[src/rtl/rfdt_pkg.sv]
// Package for the ring fault diagnosis table.
// Holds node sizes, event and result codes, entry state codes, request type
// and small ring helper functions. No dependencies.
package rfdt_pkg;

  localparam int NODE_W    = 4;
  localparam int RING_W    = NODE_W + 1;
  localparam int ADDR_W    = 2 * NODE_W;
  localparam int MAX_NODES = 1 << NODE_W;
  localparam int MIN_NODES = 2;
  localparam int MAT_DEPTH = MAX_NODES * MAX_NODES;

  localparam logic [RING_W-1:0] RING_MAX = RING_W'(MAX_NODES);
  localparam logic [RING_W-1:0] RING_MIN = RING_W'(MIN_NODES);

  // Event codes on the input
  localparam logic [1:0] KIND_TEST    = 2'd0;
  localparam logic [1:0] KIND_FAULT   = 2'd1;
  localparam logic [1:0] KIND_RECOVER = 2'd2;
  localparam logic [1:0] KIND_UNUSED  = 2'd3;

  // Result codes
  localparam logic [1:0] RK_TEST   = 2'd0;
  localparam logic [1:0] RK_VECTOR = 2'd1;
  localparam logic [1:0] RK_ACK    = 2'd2;
  localparam logic [1:0] RK_SKIP   = 2'd3;

  // Diagnosis entry states
  localparam logic [1:0] ST_UNKNOWN = 2'd0;
  localparam logic [1:0] ST_ONLINE  = 2'd1;
  localparam logic [1:0] ST_OFFLINE = 2'd2;

  // One queued request between front and back
  typedef struct packed {
    logic [1:0]        kind;
    logic [NODE_W-1:0] node;
  } req_t;

  // Clamp a written ring size to the supported range
  function automatic logic [RING_W-1:0] ring_sat(input logic [RING_W-1:0] v);
    logic [RING_W-1:0] r;
    r = v;
    if (v < RING_MIN) r = RING_MIN;
    if (v > RING_MAX) r = RING_MAX;
    return r;
  endfunction

  // Successor of a node on a ring of n nodes
  function automatic logic [NODE_W-1:0] next_node(input logic [NODE_W-1:0] cur,
                                                  input logic [RING_W-1:0] n);
    logic [RING_W-1:0] inc;
    inc = {1'b0, cur} + RING_W'(1);
    return (inc == n) ? '0 : inc[NODE_W-1:0];
  endfunction

endpackage

[src/rtl/rfdt_ram.sv]
// Generic single write port, single read port RAM with registered read.
// No dependencies.
module rfdt_ram #(
  parameter int WIDTH = 2,
  parameter int DEPTH = 256
) (
  input  logic                     clk,
  input  logic                     we,
  input  logic [$clog2(DEPTH)-1:0] waddr,
  input  logic [WIDTH-1:0]         wdata,
  input  logic [$clog2(DEPTH)-1:0] raddr,
  output logic [WIDTH-1:0]         rdata
);

  logic [WIDTH-1:0] mem_r [DEPTH];
  logic [WIDTH-1:0] rdata_r;

  always_ff @(posedge clk) begin
    if (we) begin
      mem_r[waddr] <= wdata;
    end
    rdata_r <= mem_r[raddr];
  end

  assign rdata = rdata_r;

endmodule

[src/rtl/rfdt_front.sv]
// Front end: accepts event requests, drops those that cause no result and
// queues the rest for the back end. Depends on rfdt_pkg.
module rfdt_front (
  input  logic                          clk,
  input  logic                          rst_n,
  input  logic                          start,
  output logic                          busy,
  input  logic [1:0]                    in_kind,
  input  logic [rfdt_pkg::NODE_W-1:0]   in_node,
  input  logic [rfdt_pkg::RING_W-1:0]   ring_n,
  output logic                          req_valid,
  output rfdt_pkg::req_t                req,
  input  logic                          req_pop
);

  rfdt_pkg::req_t q_mem_r [2];
  logic           wptr_r;
  logic           rptr_r;
  logic [1:0]     count_r;
  logic           keep;
  logic           push;

  // Unused kind and nodes outside the ring produce nothing
  assign keep = (in_kind != rfdt_pkg::KIND_UNUSED) && ({1'b0, in_node} < ring_n);
  assign busy = (count_r == 2'd2);
  assign push = start && !busy && keep;

  assign req_valid = (count_r != 2'd0);
  assign req       = q_mem_r[rptr_r];

  // Two-entry request queue
  always_ff @(posedge clk) begin
    if (!rst_n) begin
      wptr_r  <= 1'b0;
      rptr_r  <= 1'b0;
      count_r <= 2'd0;
    end else begin
      if (push) begin
        wptr_r <= ~wptr_r;
      end
      if (req_pop) begin
        rptr_r <= ~rptr_r;
      end
      if (push && !req_pop) begin
        count_r <= count_r + 2'd1;
      end else if (!push && req_pop) begin
        count_r <= count_r - 2'd1;
      end
    end
  end

  always_ff @(posedge clk) begin
    if (push) begin
      q_mem_r[wptr_r] <= '{kind: in_kind, node: in_node};
    end
  end

endmodule

[src/rtl/rfdt_back.sv]
// Back end: holds the faulty flags and diagnosis matrix, runs fault,
// recovery and test requests and drives the result strobe.
// Depends on rfdt_pkg and rfdt_ram.
module rfdt_back (
  input  logic                          clk,
  input  logic                          rst_n,
  input  logic [rfdt_pkg::RING_W-1:0]   ring_n,
  input  logic                          req_valid,
  input  rfdt_pkg::req_t                req,
  output logic                          req_pop,
  output logic                          out_valid,
  output logic [1:0]                    out_result_kind,
  output logic [rfdt_pkg::NODE_W-1:0]   out_subject,
  output logic [1:0]                    out_subject_state,
  output logic                          out_error,
  output logic                          out_last
);

  localparam int NW = rfdt_pkg::NODE_W;
  localparam int AW = rfdt_pkg::ADDR_W;

  typedef enum logic [2:0] {
    S_IDLE, S_EXEC, S_WALK, S_COPY, S_COPY_END, S_EMIT, S_EMIT_END
  } state_t;

  state_t                    state_r;
  logic [1:0]                kind_r;
  logic [NW-1:0]             node_r;
  logic [NW-1:0]             nx_r;
  logic [NW-1:0]             col_r;
  logic [NW-1:0]             step_r;
  logic                      cp_pend_r;
  logic [NW-1:0]             cp_col_r;
  logic                      em_pend_r;
  logic [NW-1:0]             em_col_r;
  logic                      em_last_r;
  logic [rfdt_pkg::MAX_NODES-1:0] faulty_r;
  logic [rfdt_pkg::MAT_DEPTH-1:0] valid_r;
  logic [NW-1:0]             rd_row_r;
  logic [NW-1:0]             rd_col_r;
  logic                      rd_vld_r;

  logic                      out_valid_r;
  logic [1:0]                out_kind_r;
  logic [NW-1:0]             out_subject_r;
  logic [1:0]                out_state_r;
  logic                      out_error_r;
  logic                      out_last_r;

  logic [NW-1:0]             flag_addr;
  logic                      flag;
  logic [NW-1:0]             col_inc;
  logic [NW-1:0]             nx_inc;
  logic                      walk_end;
  logic                      col_end;
  logic [AW-1:0]             raddr;
  logic [1:0]                ram_q;
  logic [1:0]                rd_fix;
  logic                      we;
  logic [AW-1:0]             waddr;
  logic [1:0]                wdata;

  // Faulty flag lookup: walk position during a walk, else the request node
  assign flag_addr = (state_r == S_WALK) ? nx_r : node_r;
  assign flag      = faulty_r[flag_addr];

  assign col_inc  = rfdt_pkg::next_node(col_r, ring_n);
  assign nx_inc   = rfdt_pkg::next_node(nx_r, ring_n);
  assign walk_end = ({1'b0, step_r} + rfdt_pkg::RING_W'(1)) == ring_n;
  assign col_end  = ({1'b0, col_r} + rfdt_pkg::RING_W'(1)) == ring_n;

  assign req_pop = (state_r == S_IDLE) && req_valid;

  // Matrix read: source row while copying, tester row otherwise
  assign raddr = (state_r == S_COPY) ? {nx_r, col_r} : {node_r, col_r};

  // Entries never written read as their reset value
  assign rd_fix = rd_vld_r ? ram_q :
                  ((rd_row_r == rd_col_r) ? rfdt_pkg::ST_ONLINE : rfdt_pkg::ST_UNKNOWN);

  // Matrix write: walk verdict, or one copied entry in the cycle after its read
  assign we    = (state_r == S_WALK) || cp_pend_r;
  assign waddr = (state_r == S_WALK) ? {node_r, nx_r} : {node_r, cp_col_r};
  assign wdata = (state_r == S_WALK) ?
                 (flag ? rfdt_pkg::ST_OFFLINE : rfdt_pkg::ST_ONLINE) : rd_fix;

  rfdt_ram #(
    .WIDTH (2),
    .DEPTH (rfdt_pkg::MAT_DEPTH)
  ) u_mat (
    .clk   (clk),
    .we    (we),
    .waddr (waddr),
    .wdata (wdata),
    .raddr (raddr),
    .rdata (ram_q)
  );

  // Side info registered with the RAM read
  always_ff @(posedge clk) begin
    rd_row_r <= raddr[AW-1:NW];
    rd_col_r <= raddr[NW-1:0];
    rd_vld_r <= valid_r[raddr];
  end

  // Sequencer, flags and result register
  always_ff @(posedge clk) begin
    if (!rst_n) begin
      state_r     <= S_IDLE;
      out_valid_r <= 1'b0;
      cp_pend_r   <= 1'b0;
      em_pend_r   <= 1'b0;
      faulty_r    <= '0;
      valid_r     <= '0;
    end else begin
      out_valid_r <= 1'b0;
      cp_pend_r   <= 1'b0;
      em_pend_r   <= 1'b0;

      if (we) begin
        valid_r[waddr] <= 1'b1;
      end

      // Vector entry whose read was issued last cycle
      if (em_pend_r) begin
        out_valid_r   <= 1'b1;
        out_kind_r    <= rfdt_pkg::RK_VECTOR;
        out_subject_r <= em_col_r;
        out_state_r   <= rd_fix;
        out_error_r   <= 1'b0;
        out_last_r    <= em_last_r;
      end

      case (state_r)
        S_IDLE: begin
          if (req_valid) begin
            kind_r  <= req.kind;
            node_r  <= req.node;
            state_r <= S_EXEC;
          end
        end

        S_EXEC: begin
          out_subject_r <= node_r;
          out_error_r   <= 1'b0;
          out_last_r    <= 1'b1;
          state_r       <= S_IDLE;
          case (kind_r)
            rfdt_pkg::KIND_FAULT: begin
              out_valid_r      <= 1'b1;
              out_kind_r       <= rfdt_pkg::RK_ACK;
              out_state_r      <= rfdt_pkg::ST_OFFLINE;
              out_error_r      <= flag;
              faulty_r[node_r] <= 1'b1;
            end
            rfdt_pkg::KIND_RECOVER: begin
              out_valid_r      <= 1'b1;
              out_kind_r       <= rfdt_pkg::RK_ACK;
              out_state_r      <= rfdt_pkg::ST_ONLINE;
              faulty_r[node_r] <= 1'b0;
            end
            rfdt_pkg::KIND_TEST: begin
              if (flag) begin
                out_valid_r <= 1'b1;
                out_kind_r  <= rfdt_pkg::RK_SKIP;
                out_state_r <= rfdt_pkg::ST_OFFLINE;
              end else begin
                nx_r    <= rfdt_pkg::next_node(node_r, ring_n);
                step_r  <= NW'(1);
                state_r <= S_WALK;
              end
            end
            default: ;
          endcase
        end

        // Test one node per cycle around the ring
        S_WALK: begin
          out_valid_r   <= 1'b1;
          out_kind_r    <= rfdt_pkg::RK_TEST;
          out_subject_r <= nx_r;
          out_error_r   <= 1'b0;
          if (flag) begin
            out_state_r <= rfdt_pkg::ST_OFFLINE;
            out_last_r  <= walk_end;
            if (walk_end) begin
              state_r <= S_IDLE;
            end else begin
              nx_r   <= nx_inc;
              step_r <= step_r + NW'(1);
            end
          end else begin
            out_state_r <= rfdt_pkg::ST_ONLINE;
            out_last_r  <= 1'b0;
            if (nx_inc == node_r) begin
              col_r   <= '0;
              state_r <= S_EMIT;
            end else begin
              col_r   <= nx_inc;
              state_r <= S_COPY;
            end
          end
        end

        // Copy entries after the tested node up to the tester
        S_COPY: begin
          cp_pend_r <= 1'b1;
          cp_col_r  <= col_r;
          col_r     <= col_inc;
          if (col_inc == node_r) begin
            state_r <= S_COPY_END;
          end
        end

        S_COPY_END: begin
          col_r   <= '0;
          state_r <= S_EMIT;
        end

        // Read out the tester's vector
        S_EMIT: begin
          em_pend_r <= 1'b1;
          em_col_r  <= col_r;
          em_last_r <= col_end;
          col_r     <= col_inc;
          if (col_end) begin
            state_r <= S_EMIT_END;
          end
        end

        S_EMIT_END: begin
          state_r <= S_IDLE;
        end

        default: state_r <= S_IDLE;
      endcase
    end
  end

  assign out_valid         = out_valid_r;
  assign out_result_kind   = out_kind_r;
  assign out_subject       = out_subject_r;
  assign out_subject_state = out_state_r;
  assign out_error         = out_error_r;
  assign out_last          = out_last_r;

endmodule

[src/rtl/ring_fault_diagnosis_table_top.sv]
// Top level of the ring fault diagnosis table.
// Depends on rfdt_pkg, rfdt_front and rfdt_back.
//
// Usage:
//   Requests enter on start/in_kind/in_node and are taken at an edge where
//   start is high and busy is low. busy rises only when the two-entry
//   request queue is full. Requests with the unused kind or a node outside
//   the ring are taken and dropped with no result.
//   Results leave on out_* for one cycle each, marked by out_valid; out_last
//   flags the final result of a request. The receiver cannot stall them.
//   cfg_data writes the ring size (clamped to 2..16) on cfg_valid; cfg_ready
//   is always high. Write it only while no request is in flight.
// Operation:
//   Fault and recovery requests go from the queue through S_IDLE and S_EXEC
//   to the result register. A test walks nodes after the tester, copies
//   entries and reads out the vector, all through the one matrix RAM.
//   Requests run one at a time in order; the back end takes a new one only
//   once it is back in S_IDLE.
// Reset: synchronous, active low. All nodes fault free, ring size 16, matrix
//   back to diagonal online, the rest unknown (per-entry valid bits, no sweep).
module ring_fault_diagnosis_table_top (
  input  logic                        clk,
  input  logic                        rst_n,
  input  logic                        start,
  output logic                        busy,
  input  logic [1:0]                  in_kind,
  input  logic [rfdt_pkg::NODE_W-1:0] in_node,
  output logic                        out_valid,
  output logic [1:0]                  out_result_kind,
  output logic [rfdt_pkg::NODE_W-1:0] out_subject,
  output logic [1:0]                  out_subject_state,
  output logic                        out_error,
  output logic                        out_last,
  input  logic                        cfg_valid,
  output logic                        cfg_ready,
  input  logic [rfdt_pkg::RING_W-1:0] cfg_data
);

  logic [rfdt_pkg::RING_W-1:0] ring_n_r;
  logic                        req_valid;
  rfdt_pkg::req_t              req;
  logic                        req_pop;

  // Ring size register, clamped on write
  assign cfg_ready = 1'b1;

  always_ff @(posedge clk) begin
    if (!rst_n) begin
      ring_n_r <= rfdt_pkg::RING_MAX;
    end else if (cfg_valid && cfg_ready) begin
      ring_n_r <= rfdt_pkg::ring_sat(cfg_data);
    end
  end

  rfdt_front u_front (
    .clk       (clk),
    .rst_n     (rst_n),
    .start     (start),
    .busy      (busy),
    .in_kind   (in_kind),
    .in_node   (in_node),
    .ring_n    (ring_n_r),
    .req_valid (req_valid),
    .req       (req),
    .req_pop   (req_pop)
  );

  rfdt_back u_back (
    .clk               (clk),
    .rst_n             (rst_n),
    .ring_n            (ring_n_r),
    .req_valid         (req_valid),
    .req               (req),
    .req_pop           (req_pop),
    .out_valid         (out_valid),
    .out_result_kind   (out_result_kind),
    .out_subject       (out_subject),
    .out_subject_state (out_subject_state),
    .out_error         (out_error),
    .out_last          (out_last)
  );

endmodule

[config.mk]
export PLATFORM = sky130hd
export DESIGN_NAME = ring_fault_diagnosis_table_top
export DESIGN_NICKNAME = d
export VERILOG_FILES = /design/src/rtl/rfdt_pkg.sv /design/src/rtl/rfdt_ram.sv /design/src/rtl/rfdt_front.sv /design/src/rtl/rfdt_back.sv /design/src/rtl/ring_fault_diagnosis_table_top.sv
export SDC_FILE = /design/constraint.sdc
export NUM_CORES = 1
export LEC_CHECK = 0
export BUFFER_PORTS_ARGS = -buffer_cell sky130_fd_sc_hd__buf_2
export CORE_MARGIN = 3
export CORE_UTILIZATION = 60
export DETAILED_ROUTE_END_ITERATION = 7
export GPL_ROUTABILITY_DRIVEN = 1
export HOLD_SLACK_MARGIN = 0.12
export PLACE_DENSITY = 0.76
export SYNTH_ARGS = -nofsm -noshare
export SYNTH_HDL_FRONTEND = slang
export SYNTH_SLANG_ARGS = --single-unit
[constraint.sdc]
create_clock -name clk -period 16.4 [get_ports clk]
set_input_delay 0 -clock clk [delete_from_list [all_inputs] [get_ports clk]]
set_output_delay 0 -clock clk [all_outputs]
set_load 0.03 [all_outputs]
# Yosys cells after proc, flatten, opt, wreduce, memory -nomap -nowiden
# Memory sizes are Yosys's and may differ from the RTL's. A register that Yosys moved wholly into a read port is not among the register bits.
# Cells that the tools add are included.
[word_totals]
elab_cells = 174
memories = 2
ff_bits = 327
ramBits = 524
[classes]
eq_ne = 25
bitwise = 6
addsub = 7
muxes = 71
n_reduce_logical = 30
order_cmp = 9
[mem_list]
columns = ["name", "depth", "word_bits", "rd", "rd_ports_with_merged_regs", "write_ports", "line_no", "text"]
rows = [
  ["u_back.u_mat.mem_r", 256, 2, 1, 1, 1, "rfdt_ram.sv:15", "logic [WIDTH-1:0] mem_r [DEPTH];"],
  ["u_front.q_mem_r", 2, 6, 1, 1, 1, "rfdt_front.sv:16", "rfdt_pkg::req_t q_mem_r [2];"],
]
[op_table]
columns = ["operator", "n"]
rows = [
  ["256-bit OR", 1],
  ["4-bit two-way mux", 16],
  ["16-bit case mux with 2 select lines", 1],
  ["4-bit case mux with 2 select lines", 3],
  ["3-bit two-way mux", 7],
  ["4-bit by 1-bit adder with 5-bit output (second input constant)", 4],
  ["5-bit == test", 4],
  ["2-bit two-way mux", 10],
  ["8-bit by 9-bit < comparator with 1-bit output (second input constant)", 2],
  ["3-bit case mux with 6 select lines", 1],
  ["1-bit two-way mux", 17],
  ["16-bit AND", 1],
  ["16-bit NOT", 1],
  ["16-bit OR", 1],
  ["4-bit == test", 3],
  ["2-bit case mux with 2 select lines", 3],
  ["4-bit case mux with 3 select lines", 1],
  ["4-bit by 5-bit < comparator with 1-bit output (second input constant)", 2],
  ["5-bit two-way mux", 2],
  ["2-bit != test (second input constant)", 5],
  ["1-bit binary-select mux with 8-bit select", 1],
  ["1-bit demux with 8-bit select", 1],
  ["8-bit by 1-bit >= comparator with 1-bit output (second input constant)", 1],
  ["1-bit logical AND", 8],
  ["other kinds (31)", 52],
]

# Logic depth before layout (Yosys ltp)
[logic_depth]
ltp_word = 8
depth_mapped = 12

# Hierarchy
# From an unflattened synthesis, not the netlist that was laid out.
[unflattened]
hier_cells = 2858
area_unflattened_um2 = 36815.3
[by_module_without_submodules]
columns = ["mod", "seq_area_each_um2", "n_inst", "area_per_inst_um2", "cells_each"]
rows = [
  ["rfdt_ram", 15414.8, 1, 21381.8, 1242],
  ["rfdt_back", 6856.6, 1, 14407.6, 1534],
  ["rfdt_front", 460.4, 1, 792.0, 57],
  ["ring_fault_diagnosis_table_top", 100.1, 1, 234.0, 25],
]

# Worst setup path after synthesis
# No wires, ideal clock.
[synth_path]
kind = "register to register"
startpoint = "register u_back.state_r[0]"
endpoint = "memory u_back.u_mat.mem_r[0][0] (data pin)"
path_buffers = 2
t_arrival_ps = 8627
synth_period_minus_slack_ps = 10168
required_time_ps = 14859
setup_slack_ps = 6232
stages_incl_launch_ff = 9
setup_ps = 1541
cell_sequence = "dfxtp_1 -> buf_4 -> nor3b_2 -> buf_2 -> mux2_2 -> mux4_2 -> mux2i_4 -> nand2_1 -> a21boi_1"
[synth_via]
elab_chain_cells = 6
[synth_rtl]
columns = ["element", "line_no", "text"]
rows = [
  ["start: declaration", "rfdt_back.sv:26", "state_t state_r;"],
  ["start signal: assignment", "rfdt_back.sv:109", "state_r <= S_IDLE;"],
  ["start signal: assignment", "rfdt_back.sv:139", "state_r <= S_EXEC;"],
  ["start signal: assignment", "rfdt_back.sv:147", "state_r <= S_IDLE;"],
  ["3-bit by 2-bit == test with 1-bit output *", "rfdt_back.sv:64, rfdt_back.sv:84", ""],
  ["4-bit two-way mux", "rfdt_back.sv:64", "assign flag_addr = (state_r == S_WALK) ? nx_r : node_r;"],
  ["1-bit binary-select mux with 4-bit select", "rfdt_back.sv:65", "assign flag = faulty_r[flag_addr];"],
  ["1-bit two-way mux (not written as such)", "rfdt_back.sv:65", ""],
  ["2-bit two-way mux", "rfdt_back.sv:85", "(flag ? rfdt_pkg::ST_OFFLINE : rfdt_pkg::ST_ONLINE) : rd_fix;"],
  ["2-bit two-way mux *", "rfdt_back.sv:84", "assign wdata = (state_r == S_WALK) ?"],
  ["net u_back.u_mat.wdata[0]", "rfdt_ram.sv:10", "input logic [WIDTH-1:0] wdata,"],
  ["end: declaration", "rfdt_ram.sv:15", ""],
]
# Mark *: on every way through the listed nets, which the timed path passes. The rest lies on a longest branch. The select of a mux whose other input is x is not followed.

# Worst setup path in the final report
[layout_path]
startpoint = "register u_back.state_r[1]"
endpoint = "memory u_back.u_mat.mem_r[181][1] (data pin)"
# Same word-level chain as after synthesis.

==> flow_summary.yaml <==
clock_network:
  cts_tree: "yes"
  post_cts_buffers: 0
  clk_path_buf_depth: 3
  cts.sinks: 859
  insertion_delay_ns: 0.64
  root_buffer: "clkbuf_16"
  htree_levels: 3
  clk_pin_slew_ns: 0.06
  numCtsBuffers: 83
power_and_ir_drop:
  leakage_nw: 12.9
  peakVddDrop_mv: 0.240
  powerDensity_mw_per_mm2: 141
  totalPowerFinal_mw: 5.46
placement:
  place_ws_ns: 11.18
  place.gp.congestion: 0.896
  port_buffers: 26
  dpl.hpwl_um: 49600
  placedInstanceArea_mm2: 0.0356
  place_inst: 3182
logic_synthesis:
  yosysTopAreaCellShare_pct: 48.3
  synth_nets: 2563
  synth_common_cells: "795 x nor2_1, 561 x edfxtp_1, 298 x dfxtp_1"
  postSynthCellCount: 2533
  synth_edf_count: 561
  yosysMostFrequentCell: "nor2_1"
  synthesis.area_mm2: 0.0349
  synthDistinctLibCells: 60
  postSynthAreaPerCell_um2: 13.8
  ys_seq_area_share_pct: 65.4
  yosysTopAreaCell: "edfxtp_1"
  synth_flop_cell: "edfxtp_1"
  postSynth.asyncResetShare_pct: 0
  yosysWarningCount: 0
  ys_ff_latch: 859
  ys_top_cells_by_area: "edfxtp_1 48%, dfxtp_1 17%, mux4_2 16%"
global_routing:
  first_global_vias: 21491
  antenna_found_initial: 1
  grt_usage_pct: 28.5
  grt-ovfl-total: 0
  grt_max_degree: 257
  grt_pass1_wl_um: 129000
detailed_routing:
  ant_nets: 0
  vias: 21499
  vias_per_cell: 6.39
  post_drt_wl_per_cell_um: 25.3
  firstDrtPassIters: 5
  route.detailed.drc: 0
  wl_um: 85200
  drt-initial-drc-count: 2832
sta:
  skew_ns: 0.0310
  drv_slew: 0
  rsz0062_at_grt: "no"
  final_hold_viol_count: 0
  setup_viol: 0
  tightestPinTransition_ns: 1.26
  fin_crit_sh_pct: 32.3
  min_period_ns: 5.30
  fmax_mhz: 189
  setup_slack_ns: 11.10
  max-slew-margin-rel_pct: 15.7
  fin_setup_tns_ns: 0
outcome:
  status: "completed"
floorplanning:
  die_y_um: 247
  die_area_mm2: 0.0611
  io-pin-count: 28
  initial_core_util_pct: 61.3
  core_mm2: 0.0569
  placementRows: 87
  die_w_um: 247
worst_hold_path:
  min_from: "cfg_data[1]"
  hold_depth: 6
  min_path_type: "in -> reg"
  hold_path_end: "ring_n_r[1]$_SDFFE_PN0P_"
cells_and_area:
  final_layout_size_suffix_gt1_share_pct: 17.3
  syn_to_final_growth_pct: 11.1
  fillers: 3720
  fin_area_mm2: 0.0388
  fin_nets: 2566
  final_cells: 3364
critical_path:
  crit_path_max_fanout: 90
  timing.rr.start: "u_back.state_r[1]$_SDFFE_PN0P_"
  arrival_ns: 5.61
  reg2reg_slack_ns: 11.10
  cp-startpoint: "u_back.state_r[1]$_SDFFE_PN0P_"
  end_kind: "flop"
  reg2reg_to: "u_back.u_mat.mem_r[181][1]$_DFFE_PP_"
  reg2reg_depth: 9
  worstPathRequired_ns: 16.71
  crit_type: "reg -> reg"
  start_kind: "flop"
job:
  cap_violations: 0
-- metal layers --
metal	GRT usage [%]	wire length, um	share of wire [%]
met1	38.1	31900	37
met2	46.2	41300	49
met4	12.0	3490	4.1
met3	5.82	8470	9.9
met5	0	13	0.015
-- what timing repair did --
| item | 4_1_cts | 5_1_grt |
|---|---|---|
| hold buffers | 25 | 0 |
| hold endpoints to repair | 46 | 0 |
| gates resized for setup | 0 | 0 |
| setup endpoints to repair | 0 | 0 |
-- metrics by stage --
stage | utilization (%) | hold slack (ns)
6_report | 68.1 | 0.308
5_1_grt | 68.1 | 0.351
4_1_cts | 68.1 | 0.255
3_5_place_dp | 62.6 | 0.207
3_3_place_gp | 62.6 | 0.206
2_1_floorplan | - | 0.0989
-- cell usage in the layout (no fill, tap or decap), types with 6 or more instances in the layout --
cell type | synthesis | layout
nand2_1 | 117 | 105
dlygate4sd3_1 | 0 | 25
xor2_1 | 13 | 13
nor2b_1 | 16 | 16
bufinv_16 | 0 | 10
o21a_1 | 11 | 11
nand2b_1 | 12 | 12
and2_1 | 6 | 6
mux2_2 | 7 | 7
o22ai_1 | 10 | 10
buf_4 | 4 | 21
clkinv_1 | 0 | 9
o21ai_1 | 7 | 7
clkbuf_8 | 0 | 9
a311oi_1 | 17 | 17
nand4_1 | 6 | 6
buf_2 | 29 | 26
a22oi_1 | 9 | 9
clkbuf_16 | 0 | 88
nand2_2 | 0 | 11
mux2i_1 | 15 | 15
nand3_1 | 19 | 19
mux4_2 | 242 | 242
clkinv_2 | 0 | 13
nand3b_1 | 6 | 6
a31oi_1 | 15 | 15
nor2_1 | 795 | 795
dfxtp_1 | 298 | 298
or3_1 | 6 | 6
ha_1 | 15 | 15
edfxtp_1 | 561 | 561
nor3_1 | 8 | 8
inv_1 | 21 | 21
xnor2_1 | 22 | 22
a21oi_1 | 39 | 38
o21ai_0 | 26 | 26
and3_1 | 13 | 13
clkbuf_1 | 116 | 17
-- worst max-delay path, cell delays in order, from the launching register on --
cell and delay, ns:
dfxtp_1 0.55, nor3b_4 0.35, buf_4 0.34, mux2_2 0.41, mux4_2 0.49, mux2i_4 0.30, nand2_1 0.21, nand2_4 0.61
buf_4 0.80, buf_4 0.82
-- where the power goes --
group          leakage, nW  switching [mW]  internal [mW]
registers             7.55          0.0494           2.59
logic                 3.93           0.595          0.215
clock network         1.41           0.820           1.18
-- kinds of logic after synthesis --
| group | Yosys count | share of synthesized area, % |
|---|---|---|
| other cells | 1 | 0.0107 |
| compound gates | 165 | 3.12 |
| flops | 859 | 65.4 |
| fa+ha+maj | 15 | 0.538 |
| xor+xnor | 35 | 0.878 |
| mux | 268 | 16.5 |
| simple gates | 1010 | 11.5 |
| buf+inv | 180 | 2.08 |
-- layout make-up --
| class | instances | area, um^2 | share of cell area, % |
|---|---|---|---|
| Antenna cell | 1 | 2.50 | 0.00646 |
| Clock buffer | 114 | 2390 | 6.17 |
| Tap cell | 756 | 946 | 2.44 |
| Clock inverter | 42 | 498 | 1.28 |
| Multi-Input combinational cell | 1494 | 11400 | 29.5 |
| Timing Repair Buffer | 75 | 598 | 1.54 |
| Sequential cell | 859 | 22800 | 58.9 |
| Inverter | 23 | 93.8 | 0.242 |
-- registers in the layout, summed over array words and instances, names as in the netlist, 3 cells and up, named ones only --
register            flops
u_back.nx_r             4
u_back.em_col_r         4
u_back.out_subject      4
u_back.rd_col_r         4
u_back.node_r           4
u_back.cp_col_r         4
u_back.col_r            4
u_front.q_mem_r        12
u_back.step_r           4
ring_n_r                5
u_back.u_mat.mem_r    512
u_back.valid_r        256
u_back.rd_row_r         4
u_back.state_r          3
-- worst max-delay path by stage --
stage,cells past startpoint,endpoint
4_1_cts,9,u_back.u_mat.mem_r[10][1]$_DFFE_PP_
6_report,9,u_back.u_mat.mem_r[181][1]$_DFFE_PP_
3_5_place_dp,9,u_back.u_mat.mem_r[176][1]$_DFFE_PP_
2_1_floorplan,8,u_back.u_mat.mem_r[0][0]$_DFFE_PP_
5_1_grt,9,u_back.u_mat.mem_r[181][1]$_DFFE_PP_
3_3_place_gp,9,u_back.u_mat.mem_r[176][1]$_DFFE_PP_
No activity file was read; power rests on OpenSTA's default activity.
